### config.mk
export PLATFORM = sky130hd
export DESIGN_NAME = sktsi_ctrl
export DESIGN_NICKNAME = d
export VERILOG_FILES = /design/src/rtl/sktsi_pkg.sv /design/src/rtl/sktsi_ctrl.sv
export SDC_FILE = /design/constraint.sdc
export NUM_CORES = 1
export LEC_CHECK = 0
export BUFFER_PORTS_ARGS = -buffer_cell sky130_fd_sc_hd__buf_2
export CAP_MARGIN = 10
export CORE_ASPECT_RATIO = 0.75
export CORE_MARGIN = 4
export CORE_UTILIZATION = 42
export CTS_BUF_LIST = sky130_fd_sc_hd__clkbuf_8
export DETAILED_ROUTE_END_ITERATION = 8
export GPL_ROUTABILITY_DRIVEN = 1
export SYNTH_ARGS = -nofsm -noshare
export SYNTH_HDL_FRONTEND = slang
export SYNTH_SLANG_ARGS = --single-unit
### constraint.sdc
create_clock -name clock -period 9.4 [get_ports clock]
set_input_delay 0.94 -clock clock [delete_from_list [all_inputs] [get_ports clock]]
set_output_delay 0.94 -clock clock [all_outputs]
set_load 0.005 [all_outputs]
### src/rtl/sktsi_pkg.sv
// Shared constants and types for the sorted key table.
package sktsi_pkg;

   localparam int TABLE_DEPTH = 256;
   localparam int ADDR_W      = $clog2(TABLE_DEPTH);
   localparam int CNT_W       = $clog2(TABLE_DEPTH + 1);
   localparam int KEY_W       = 34;
   localparam int POS_W       = 8;
   localparam int CNT_OUT_W   = 9;
   localparam int STATUS_W    = 2;

   localparam logic OP_LOOKUP = 1'b0;
   localparam logic OP_INSERT = 1'b1;

   localparam logic [STATUS_W-1:0] ST_OK   = 2'd0;
   localparam logic [STATUS_W-1:0] ST_MISS = 2'd1;
   localparam logic [STATUS_W-1:0] ST_FULL = 2'd2;

   typedef struct packed {
      logic [STATUS_W-1:0]  status;
      logic [POS_W-1:0]     position;
      logic [CNT_OUT_W-1:0] count_after;
   } result_type;

   typedef enum logic [6:0] {
      S_IDLE      = 7'b0000001,
      S_PROBE_RD  = 7'b0000010,
      S_PROBE_CMP = 7'b0000100,
      S_SHIFT_RD  = 7'b0001000,
      S_SHIFT_WR  = 7'b0010000,
      S_WRITE     = 7'b0100000,
      S_FINISH    = 7'b1000000
   } state_type;

endpackage

### src/rtl/sktsi_ctrl.sv
// Sequencer: binary search over the key RAM; for an insert, then shift-up and write.
module sktsi_ctrl (
   input  logic                        clock,
   input  logic                        reset,
   input  logic                        req_valid,
   output logic                        req_ready,
   input  logic                        req_operation,
   input  logic [sktsi_pkg::KEY_W-1:0] req_key,
   input  logic                        slot_free,
   output logic                        done,
   output sktsi_pkg::result_type       result,
   output logic                        ram_wr_en,
   output logic [sktsi_pkg::ADDR_W-1:0] ram_wr_addr,
   output logic [sktsi_pkg::KEY_W-1:0] ram_wr_data,
   output logic [sktsi_pkg::ADDR_W-1:0] ram_rd_addr,
   input  logic [sktsi_pkg::KEY_W-1:0] ram_rd_data
);
   import sktsi_pkg::*;

   state_type         state_ff, state_in;
   logic [CNT_W-1:0]  count_ff, count_in;
   logic [CNT_W-1:0]  lo_ff, lo_in;
   logic [CNT_W-1:0]  hi_ff, hi_in;     // one past the upper search bound
   logic [ADDR_W-1:0] mid_ff, mid_in;
   logic [ADDR_W-1:0] pos_ff, pos_in;
   logic [ADDR_W-1:0] idx_ff, idx_in;
   logic [KEY_W-1:0]  key_ff, key_in;
   logic              op_ff, op_in;
   result_type        res_ff, res_in;

   logic [CNT_W-1:0]  span;
   logic [CNT_W-1:0]  mid_w;
   logic [ADDR_W-1:0] mid;

   assign span  = hi_ff - lo_ff - CNT_W'(1);
   assign mid_w = lo_ff + (span >> 1);
   assign mid   = mid_w[ADDR_W-1:0];

   always_comb begin
      state_in    = state_ff;
      count_in    = count_ff;
      lo_in       = lo_ff;
      hi_in       = hi_ff;
      mid_in      = mid_ff;
      pos_in      = pos_ff;
      idx_in      = idx_ff;
      key_in      = key_ff;
      op_in       = op_ff;
      res_in      = res_ff;
      ram_wr_en   = 1'b0;
      ram_wr_addr = pos_ff;
      ram_wr_data = key_ff;
      ram_rd_addr = mid;
      done        = 1'b0;
      case (state_ff)
         S_IDLE: begin
            if (req_valid) begin
               key_in = req_key;
               op_in  = req_operation;
               lo_in  = '0;
               hi_in  = count_ff;
               if (req_operation == OP_INSERT && count_ff == CNT_W'(TABLE_DEPTH)) begin
                  res_in   = '{ST_FULL, '0, CNT_OUT_W'(count_ff)};
                  state_in = S_FINISH;
               end else begin
                  state_in = S_PROBE_RD;
               end
            end
         end
         S_PROBE_RD: begin
            if (lo_ff < hi_ff) begin
               mid_in   = mid;
               state_in = S_PROBE_CMP;
            end else if (op_ff == OP_LOOKUP) begin
               res_in   = '{ST_MISS, '0, CNT_OUT_W'(count_ff)};
               state_in = S_FINISH;
            end else begin
               // lower bound found; count is below depth here
               pos_in   = lo_ff[ADDR_W-1:0];
               idx_in   = count_ff[ADDR_W-1:0];
               state_in = S_SHIFT_RD;
            end
         end
         S_PROBE_CMP: begin
            if (op_ff == OP_LOOKUP && ram_rd_data == key_ff) begin
               res_in   = '{ST_OK, POS_W'(mid_ff), CNT_OUT_W'(count_ff)};
               state_in = S_FINISH;
            end else begin
               if (ram_rd_data < key_ff) begin
                  lo_in = CNT_W'(mid_ff) + CNT_W'(1);
               end else begin
                  hi_in = CNT_W'(mid_ff);
               end
               state_in = S_PROBE_RD;
            end
         end
         S_SHIFT_RD: begin
            if (idx_ff > pos_ff) begin
               ram_rd_addr = ADDR_W'(idx_ff - ADDR_W'(1));
               state_in    = S_SHIFT_WR;
            end else begin
               state_in = S_WRITE;
            end
         end
         S_SHIFT_WR: begin
            ram_wr_en   = 1'b1;
            ram_wr_addr = idx_ff;
            ram_wr_data = ram_rd_data;
            idx_in      = ADDR_W'(idx_ff - ADDR_W'(1));
            state_in    = S_SHIFT_RD;
         end
         S_WRITE: begin
            ram_wr_en = 1'b1;
            count_in  = count_ff + CNT_W'(1);
            res_in    = '{ST_OK, POS_W'(pos_ff), CNT_OUT_W'(count_ff + CNT_W'(1))};
            state_in  = S_FINISH;
         end
         S_FINISH: begin
            if (slot_free) begin
               done     = 1'b1;
               state_in = S_IDLE;
            end
         end
         default: begin
            state_in = S_IDLE;
         end
      endcase
   end

   always_ff @(posedge clock) begin
      if (reset) begin
         state_ff <= S_IDLE;
         count_ff <= '0;
      end else begin
         state_ff <= state_in;
         count_ff <= count_in;
      end
   end

   always_ff @(posedge clock) begin
      lo_ff  <= lo_in;
      hi_ff  <= hi_in;
      mid_ff <= mid_in;
      pos_ff <= pos_in;
      idx_ff <= idx_in;
      key_ff <= key_in;
      op_ff  <= op_in;
      res_ff <= res_in;
   end

   assign req_ready = (state_ff == S_IDLE);
   assign result    = res_ff;

endmodule

==> metrics.md, run 1 <==
| Metric | Value |
|---|---|
| Nets | 950 |
| HP Class | reg2reg |
| Reg2reg start | lo_ff[1] |
| Setup crit start kind | register |
| Status | completed |
| Initial Utilization | 43.46% |
| H-Tree Depth | 3 |
| YS warnings | 0 |
| Post-Syn Nets | 811 |
| Pwr/cell area | 276.2 nW/um2 |
| Synth area leader | edfxtp_1 |
| Final hold vios | 0 |
| Comb power frac | 49.1% |
| Worst Hold Launch | lo_ff[0] |
| Lkg Pwr | 0.003446 uW |
| First-pass GRT wire length | 28.48 mm |
| Setup slack, reg-to-reg | 5.79 ns |
| Worst EP arrival | 3.97 ns |
| Area contributors post-synth | edfxtp_1 (43%), ha_1 (13%), o21ai_0 (5.1%), dfxtp_1 (4.8%), nand2_1 (4.4%) |
| GRT overflow | 0 |
| Cell Area, Synth | 6723 um2 |
| Area Growth Syn to Fin | 17.12% |
| Clk slew on worst S/H paths | 0.11 ns |
| Core footprint | 15,470 um2 |
| Cts repair resizes | 0 |
| Number of cells on the critical path | 15 |
| Die Y | 117.6 um |
| Slew margin rel. | 30.00% |
| Seq pwr share | 35.3% |
| Top Family by Delay on Critical Path | compound AO/OA/AOI/OAI gates |
| Final setup viols | 0 |
| Register bit total from synthesis | 112 |
| Inserted Diodes | 0 |
| Worst Tran Pin Value | 1.048 ns |
| DRT Pass-1 Iters | 6 |
| Inst Count DP | 1,001 |
| VDD IR max | 122.9 uV |
| Post-synth top area share | 42.88% |
| CP max stage delay | 0.52 ns |
| Max Cap Viol | 0 |
| Clock Root Buffer | clkbuf_8 |
| CP Class | reg2out |
| DRC | 0 |
| CTS tree | done |
| Skew final | 0.01541 ns |
| Number of CTS-inserted buffers | 9 |
| CTS sink count | 112 |
| DPL Wire Length | 14.07 mm |
| Longest Clk Path Bufs | 2 |
| Sequential element share of the synthesized area | 47.65% |
| Hold Path Depth | 0 |
| Fillcell total | 1,429 |
| Sw Ratio | 40.30% |
| Achievable Freq | 203.7 MHz |
| Worst-skew pair later-pin latency | 0.39 ns |
| Worst path buffer plus inverter count | 2 |
| Post-CTS Hold Fix Bufs | 0 |
| Max Slew Vio Count | 0 |
| Routability cong. | 0.8505 |
| Post-CTS setup buffer count | 0 |
| Worst EP required | 8.46 ns |
| Routed vias/inst | 5.312 |
| Non-Filler Instances | 1,017 |
| Detailed-route via count | 5,402 |
| Destination of the worst hold path | pos_ff[0] |
| Mean routed wirelength per cell | 17.72 um |
| Layout cell share with drive strength beyond 1 | 21.92% |
| Largest net degree at the start of global routing | 68 |
| FP Rows | 39 |
| Tcrit/Tclk final | 52.22% |
| Critical Path Fanout Max | 6 |
| Min Tclk post-route | 4.908 ns |
| Reg2reg path depth | 14 |
| Critical path cell sequence | inv_1, ha_1, and3b_1, o21a_1, o21ai_0, nand2b_1, a211oi_1, nor2_1, ha_1, o21a_1, a2111oi_0, nor3_1, xor2_1, mux2i_1, buf_2 |
| Reg-to-Reg End | mid_ff[7] |
| I/O pins | 145 |
| Critical-path top delay cell | edfxtp_1 |
| Count of different cell masters after synthesis | 57 |
| Unrepaired setup endpoints after global routing | false |
| Die W | 154.1 um |
| Avg Cell Area, Syn | 10.06 um2 |
| Total track usage | 19.80% |
| Int Power | 1298 uW |
| 1st-iter DRT viols | 386 |
| CP Capture Type | output port |
| Count of input and output buffers | 144 |
| Post-route ant nets | 0 |
| FFs w/ async S/R, synth | 0% |
| Power Total | 2175 uW |
| Worst hold slack | 0.5439 ns |
| Vias in the first global route | 5,313 |
| Post-synth EDFFs | 96 |
| Psw | 876.4 uW |
| Predominant post-synthesis flop cell | edfxtp_1 |
| DRT Wirelength | 18.03 mm |
| Initial antenna violation count | 0 |
| Clock Power Share | 15.6% |
| TNS Setup | 0 ns |
| Die ar. | 18,120 um2 |
| Synthesized netlist cell count | 668 |
state kept, by name, summed over array words and instances (netlist names):
name      flops
key_ff       34
result       19
count_ff      9
hi_ff         9
lo_ff         9
idx_ff        8
mid_ff        8
pos_ff        8
state_ff      7
op_ff         1
power groups by stage:
stage / Sequential, uW / Combinational [uW] / Clock (uW)
6_report: 768 / 1070 / 339
2_1_floorplan: 764 / 644 / 0
4_1_cts: 768 / 1060 / 348
5_1_grt: 780 / 1190 / 369
3_3_place_gp: 774 / 1010 / 0
3_5_place_dp: 777 / 1050 / 0
cells in the final DEF, fill, tap and decap left out, types with 2 or more instances in the layout:
| cell | n |
|---|---|
| a211o_1 | 2 |
| a211oi_1 | 2 |
| a21o_1 | 8 |
| a21oi_1 | 38 |
| a31o_2 | 3 |
| and2_1 | 6 |
| and4_1 | 3 |
| and4b_1 | 2 |
| buf_2 | 144 |
| buf_4 | 3 |
| bufinv_16 | 2 |
| clkbuf_8 | 10 |
| dfxtp_1 | 16 |
| edfxtp_1 | 96 |
| fa_1 | 2 |
| ha_1 | 68 |
| inv_1 | 77 |
| mux2_2 | 2 |
| mux2i_1 | 7 |
| nand2_1 | 79 |
| nand2b_1 | 6 |
| nand3_1 | 10 |
| nand4_1 | 15 |
| nand4b_1 | 2 |
| nor2_1 | 31 |
| nor2b_1 | 14 |
| nor3_1 | 13 |
| nor3b_1 | 2 |
| nor4_1 | 5 |
| o211ai_1 | 4 |
| o21a_1 | 5 |
| o21ai_0 | 68 |
| o21bai_1 | 4 |
| or2_2 | 2 |
| or3_1 | 5 |
| xnor2_1 | 16 |
| xor2_1 | 15 |
per-layer routing:
metal	GRT usage (%)	vias to the layer above	wire length, um
li1	-	2638	-
met5	0	-	0
met2	30.97	139	8124
met4	3.585	0	186
met3	5.035	14	1081
met1	28.13	2611	8633
layout make-up:
type | count | area (um2) | area share [%]
Multi-Input combinational cell | 459 | 3139 | 39.87
Timing Repair Buffer | 147 | 743.2 | 9.439
Clock inverter | 6 | 101.3 | 1.287
Sequential cell | 112 | 3203 | 40.68
Inverter | 78 | 292.8 | 3.718
Clock buffer | 10 | 137.6 | 1.748
Tap cell | 205 | 256.5 | 3.258
worst register-to-register path, cell delays in order (launching register included):
cell and delay [ns]:
edfxtp_1 0.52, inv_1 0.08, ha_1 0.32, and3b_1 0.18
o21a_1 0.19, o21ai_0 0.23, nand2b_1 0.08, a211oi_1 0.25
nor2_1 0.07, ha_1 0.33, o21a_1 0.20, a2111oi_0 0.41
nor3_1 0.12, xor2_1 0.28, inv_1 0.10
stage by stage:
| step | instance area [um2] | setup WS [ns] | util [%] |
|---|---|---|---|
| after floorplan | 6723 | 5.480 | - |
| after global placement | 7635 | 5.123 | 49.36 |
| after detailed placement | 7635 | 4.971 | 49.36 |
| after CTS | 7874 | 4.505 | 50.90 |
| after global routing | 7874 | 4.115 | 50.90 |
| final | 7874 | 4.492 | 50.90 |
cells by family after synthesis:
group                      after synthesis  share of synthesized area, %
AOI/OAI and AO/OA                      144                         12.36
DFF                                    112                         47.65
adders and majority gates               70                         13.25
and+or+nand+nor                        203                         15.13
muxes                                   10                         1.601
buffers and inverters                   97                         5.732
xor gates and xnor gates                32                         4.281
cell usage after synthesis, types with 3 or more instances:
cell and number:
ha_1 68, xor2_1 15, and2_1 6, nor3_1 13, edfxtp_1 96, a21o_1 8, nand2b_1 6, xnor2_1 16
nand3_1 10, buf_1 3, nand4_1 15, nor2b_1 14, nand2_1 79, nor2_1 31, nor4_1 5, and4_1 3
o211ai_1 4, a31o_2 3, nor3b_1 3, a21oi_1 38, or3_1 5, inv_1 77, buf_2 5, o21a_1 5
mux2i_1 7, clkbuf_1 9, o21ai_0 68, dfxtp_1 16, o21bai_1 4
worst max path at each step:
stage                     startpoint             end  slack [ns]
after floorplan             lo_ff[1]  ram_rd_addr[7]        5.48
after global placement      lo_ff[1]  ram_rd_addr[7]        5.12
after detailed placement    lo_ff[1]  ram_rd_addr[7]        4.97
after CTS                   lo_ff[1]  ram_rd_addr[7]        4.50
after global routing        lo_ff[1]  ram_rd_addr[7]        4.11
final                       lo_ff[1]  ram_rd_addr[7]        4.49
(Power assumes the default switching activity.)
==> run 2: changes to the inputs <==
- PLACE_DENSITY: unset -> 0.67
- clock period: 9.4 -> 4.4 ns (I/O delays scaled with it)
==> run 2 against run 1 <==
  * Combinational power rose by 98%
  * Highest routed layer unchanged
  * Wire length fell by 4.1%
  * Via count shrank 1.9%
  * Largest cell class unchanged
  * Critical path type unchanged
==> metrics.md, run 2 (synthesis results as in run 1) <==
| Metric | Value |
|---|---|
| CP Capture Type | output port |
| Detailed-route via count | 5,300 |
| Most frequent cells in the layout | buf_2 (144), edfxtp_1 (96), nand2_1 (79), inv_1 (77) |
| Lkg Pwr | 0.003454 uW |
| Initial Utilization | 43.46% |
| Slew margin rel. | 33.33% |
| DRC | 0 |
| Seq pwr share | 36.9% |
| Post-CTS Hold Fix Bufs | 0 |
| Skew final | 0.01883 ns |
| Largest net degree at the start of global routing | 68 |
| Reg2reg start | lo_ff[1] |
| Core footprint | 15,470 um2 |
| Die Y | 117.6 um |
| Number of flip-flops in the largest register | 34 |
| Status | completed |
| Longest Clk Path Bufs | 2 |
| Max Slew Vio Count | 0 |
| I/O pins | 145 |
| Final setup viols | 0 |
| Die W | 154.1 um |
| FP Rows | 39 |
| Routability cong. | 0.8473 |
| Clk slew on worst S/H paths | 0.11 ns |
| Sw Ratio | 38.54% |
| Die ar. | 18,120 um2 |
| Total track usage | 18.78% |
| Nets | 954 |
| Initial antenna violation count | 0 |
| Worst-skew pair later-pin latency | 0.40 ns |
| Min Tclk post-route | 4.082 ns |
| Layout cell share with drive strength beyond 1 | 22.43% |
| Clock Power Share | 15.0% |
| Biggest register | key_ff |
| Pwr/cell area | 560.4 nW/um2 |
| GRT overflow | 0 |
| CP Class | reg2out |
| Commonest non-fill, non-tap cell in the layout | buf_2 |
| Comb power frac | 48.1% |
| Inserted Diodes | 0 |
| Routed vias/inst | 5.191 |
| CTS tree | done |
| Count of input and output buffers | 144 |
| TNS Setup | 0 ns |
| Worst EP arrival | 3.64 ns |
| Unrepaired setup endpoints after global routing | false |
| Post-route setup slack | 0.3178 ns |
| First-pass GRT wire length | 26.90 mm |
| Worst Hold Launch | req_key[18] |
| H-Tree Depth | 3 |
| Clock Root Buffer | clkbuf_8 |
| Max Cap Viol | 0 |
| Worst Tran Pin Value | 0.9980 ns |
| DPL Wire Length | 13.52 mm |
| Post-route ant nets | 0 |
| DRT Pass-1 Iters | 5 |
| VDD IR max | 307.9 uV |
| Area Growth Syn to Fin | 17.12% |
| Mean routed wirelength per cell | 16.93 um |
| Achievable Freq | 245.0 MHz |
| Critical Path Source | lo_ff[1] |
| Tcrit/Tclk final | 92.78% |
| Int Power | 2712 uW |
| Vias in the first global route | 5,043 |
| CTS sink count | 112 |
| Worst EP required | 3.96 ns |
| 1st-iter DRT viols | 390 |
| Number of CTS-inserted buffers | 9 |
| Setup Slack @ Placement | 0.6055 ns |
| HP Class | in2reg |
| Critical Path Fanout Max | 3 |
| DRT Wirelength | 17.28 mm |
| Final hold vios | 0 |
| Psw | 1700 uW |
| Setup crit start kind | register |
[run 2: layer usage]
metal,vias up,global-route usage [%],part of all wire (%)
met5,-,0,0
met4,0,3.751,1.1
met3,17,4.520,6.6
met2,157,28.46,44
met1,2481,27.50,48
li1,2645,-,-
[run 2: path summary, 6_finish.rpt]
check        slack (ns)             end  cells after the start
min                0.21      key_ff[18]                      1
min reg2reg        0.53       pos_ff[0]                      0
max                0.32  ram_rd_addr[7]                     15
max reg2reg        1.12       mid_ff[7]                     14
[run 2: area by class of cell]
type,instances,area [um2]
multi-input cells,459,3141
inverters,78,292.8
well taps,205,256.5
clock buffers,9,123.9
clock inverters,7,83.83
fillers,1448,7595
repair buffers,151,773.2
flip-flops and latches,112,3203
[run 2: metrics by stage]
stage          power [uW]  area (um2)  util [%]  hold WS (ns)  std cells
2_1_floorplan        3009        6723         -        0.4632        668
3_3_place_gp         3738        7659     49.51        0.4949       1004
3_5_place_dp         3771        7659     49.51        0.4945       1004
4_1_cts              4449        7866     50.85        0.1829       1020
5_1_grt              4786        7874     50.90        0.1801       1021
6_report             4412        7874     50.90        0.2124       1021
[run 2: worst max-delay path, cell delays in order, from the launching register on]
cell and delay, ns:
edfxtp_1 0.40, inv_1 0.06, ha_1 0.29, and3b_1 0.18, o21a_1 0.18, o21ai_0 0.24
nand2b_1 0.10, a211oi_1 0.23, nor2_1 0.07, ha_1 0.31, o21a_1 0.19, a2111oi_0 0.42
nor3_1 0.13, xor2_1 0.19, mux2i_1 0.15, buf_2 0.13
[run 2: power by group through the flow]
stage / clock (uW) / sequential (uW) / combinational [uW]
detailed placement: 0 / 1650 / 2120
floorplan: 0 / 1630 / 1380
finish: 660 / 1630 / 2120
global placement: 0 / 1650 / 2090
global route: 723 / 1650 / 2410
CTS: 686 / 1630 / 2130
[run 2: repair_timing]
| item | CTS | global route |
|---|---|---|
| buffers inserted | 0 | 1 |
| setup endpoints to repair | 0 | 1 |
| gates resized for setup | 0 | 0 |
==> run 3: changes to the inputs <==
- ABC_AREA: unset -> 1
- GPL_ROUTABILITY_DRIVEN: 1 -> unset
- PLACE_DENSITY: 0.67 -> unset
- clock period: 4.4 -> 4.42 ns (I/O delays scaled with it)
==> run 3 against run 2 <==
  * First-iteration DRC count increased by 5.1%
  * Wire length increased by 4.2%
  * Synthesized area increased by 3.3%
  * Sequential share of layout area shrank 0.91 points
  * Clock-buffer cell count up 1
  * Highest routed layer unchanged
==> metrics.md, run 3 <==
| Metric | Value |
|---|---|
| Setup slack, reg-to-reg | 1.56 ns |
| Status | completed |
| CTS sink count | 112 |
| Cts repair resizes | 0 |
| Predominant post-synthesis flop cell | edfxtp_1 |
| DRT Wirelength | 18.01 mm |
| Critical path cell sequence | inv_1, nand2_1, fa_1, inv_1, nand3_1, nand2_1, a21oi_1, xnor2_1, ha_1, nand2_1, inv_1, nand4_1, nand3_1, xor2_1, nand2_1, nand2_1, buf_2 |
| Placed Area | 7889 um2 |
| Area Growth Syn to Fin | 16.00% |
| Top Family by Delay on Critical Path | adder cells |
| Count of input and output buffers | 144 |
| First-pass GRT wire length | 28.32 mm |
| Biggest register | key_ff |
| Die Y | 119.3 um |
| Most frequent cells in the layout | nand2_1 (195), buf_2 (144), inv_1 (141), edfxtp_1 (96), o21ai_0 (71) |
| Clk slew on worst S/H paths | 0.11 ns |
| Worst EP required | 3.98 ns |
| Post-CTS Hold Fix Bufs | 0 |
| Number of CTS-inserted buffers | 9 |
| Largest net degree at the start of global routing | 61 |
| DRT Pass-1 Iters | 5 |
| Max Cap Viol | 0 |
| CP Class | reg2out |
| 1st-iter DRT viols | 410 |
| Worst-skew pair later-pin latency | 0.39 ns |
| Synth area leader | edfxtp_1 |
| Avg Cell Area, Syn | 8.561 um2 |
| Unrepaired setup endpoints after global routing | false |
| Number of flip-flops in the largest register | 34 |
| Setup Slack @ Placement | 1.311 ns |
| Max Slew Vio Count | 0 |
| YS warnings | 0 |
| Critical Path Source | lo_ff[0] |
| Post-synth EDFFs | 96 |
| Layout cell share with drive strength beyond 1 | 18.68% |
| Post-route ant nets | 0 |
| Min Tclk post-route | 3.563 ns |
| Sequential element share of the synthesized area | 46.13% |
| Longest Clk Path Bufs | 2 |
| Tcrit/Tclk final | 80.61% |
| Count of different cell masters after synthesis | 36 |
| Cell Area, Synth | 6943 um2 |
| Final setup viols | 0 |
| Core footprint | 16,120 um2 |
| Inserted Diodes | 0 |
| GRT overflow | 0 |
| CTS tree | done |
| Critical-path top delay cell | edfxtp_1 |
| Skew final | 0.01357 ns |
| Post-Syn Nets | 954 |
| TNS Setup | 0 ns |
| Clock Root Buffer | clkbuf_8 |
| Synth cell count leaders | nand2_1 (195), inv_1 (137), edfxtp_1 (96) |
| Commonest non-fill, non-tap cell in the layout | nand2_1 |
| FP Rows | 40 |
| Pwr/cell area | 688.1 nW/um2 |
| Post-route setup slack | 0.8569 ns |
| CP Capture Type | output port |
| Achievable Freq | 280.7 MHz |
| Synthesized netlist cell count | 811 |
| Initial antenna violation count | 0 |
| Nets | 1,096 |
| VDD IR max | 339.3 uV |
| FFs w/ async S/R, synth | 0% |
| Design Area, Final | 8054 um2 |
| Detailed-route via count | 5,663 |
| Count leader, synth | nand2_1 |
| Vias in the first global route | 5,271 |
| Number of cells on the critical path | 17 |
| Slew margin rel. | 26.21% |
| DPL Wire Length | 14.07 mm |
| Area taken by multi-input logic gates | 3142 um2 |
| Die ar. | 18,670 um2 |
| Reg-to-Reg End | result[9] |
| Area contributors post-synth | edfxtp_1 (42%), ha_1 (12%), nand2_1 (11%), inv_1 (7.4%), o21ai_0 (5.1%) |
| Die W | 156.5 um |
| Routed vias/inst | 4.848 |
| Top cell by count, worst path | nand2_1 |
| Storage cell area | 3203 um2 |
| Register bit total from synthesis | 112 |
| DRC | 0 |
| H-Tree Depth | 3 |
| Reg2reg start | lo_ff[4] |
| Critical Path Fanout Max | 4 |
| Post-synth top area share | 41.52% |
| End of the critical path | ram_rd_addr[6] |
| Final hold vios | 0 |
| Final core utilization | 49.98% |
| Worst EP arrival | 3.12 ns |
| HP Class | in2reg |
| Total track usage | 19.55% |
| Power Total | 5542 uW |
| CP max stage delay | 0.44 ns |
| Routability cong. | 0.8606 |
| Initial Utilization | 43.08% |
| Post-CTS setup buffer count | 0 |
| Reg2reg path depth | 11 |
| Worst Tran Pin Value | 1.104 ns |
| I/O pins | 145 |
| Fillcell total | 1,599 |
| Setup crit start kind | register |
| Lkg Pwr | 0.003807 uW |
| Worst path buffer plus inverter count | 4 |
| Mean routed wirelength per cell | 15.42 um |
## run 3: cell count changes after synthesis, sizes merged, moves of 7 or more
cell   change
nor2      +40
nand2    +120
inv       +60
mux2i      -7
nor2b     -14
nand3     +18
xnor2      -9
nand4     -11
## run 3: worst min-delay path by stage
stage | cells after the start | slack [ns] | start | to
2_1_floorplan | 0 | 0.46 | lo_ff[0] | pos_ff[0]
3_3_place_gp | 0 | 0.46 | lo_ff[0] | pos_ff[0]
3_5_place_dp | 0 | 0.48 | lo_ff[0] | pos_ff[0]
4_1_cts | 1 | 0.19 | req_key[8] | key_ff[8]
5_1_grt | 1 | 0.18 | req_key[1] | key_ff[1]
6_report | 1 | 0.22 | req_key[11] | key_ff[11]
## run 3: cell families after synthesis
kind of cell,share of synthesized area [%]
AO/OA/AOI/OAI,9.587
flip-flops,46.13
AND/OR/NAND/NOR,20.09
adder cells (fa/ha/maj),12.83
XOR/XNOR,2.523
buffers and inverters,8.830
## run 3: report_power, final
part	internal, uW	total (uW)	switching, uW
registers	1650	1800	145
clock network	214	564	349
logic	1260	3180	1920
## run 3: metrics by stage
step	hold WS [ns]	instances
6_report	0.2200	1168
5_1_grt	0.1807	1168
4_1_cts	0.1904	1168
3_5_place_dp	0.4826	1152
3_3_place_gp	0.4648	1152
2_1_floorplan	0.4570	811
## run 3: cell type report
class / instances / share of cell area (%)
timing repair buffer: 148 / 9.476
multi-input combinational: 544 / 39.01
sequential: 112 / 39.77
clock inverter: 6 / 0.3418
clock buffer: 10 / 1.709
inverter: 138 / 6.432
tap: 210 / 3.262
## run 3: worst register-to-register path: cells and delay by family (launching register included)
family / cells / cell delay, ns
buf+inv: 3 / 0.89
simple gates: 7 / 0.79
flops: 1 / 0.42
fa+ha+maj: 1 / 0.37
## run 3: routing by layer
| metal | GRT usage (%) | share of wire, % | vias to the layer above |
|---|---|---|---|
| met5 | 0 | 0 | - |
| met4 | 3.360 | 1.1 | 0 |
| met3 | 5.412 | 7.8 | 16 |
| met2 | 27.81 | 40 | 180 |
| met1 | 29.91 | 51 | 2539 |
| li1 | - | - | 2928 |
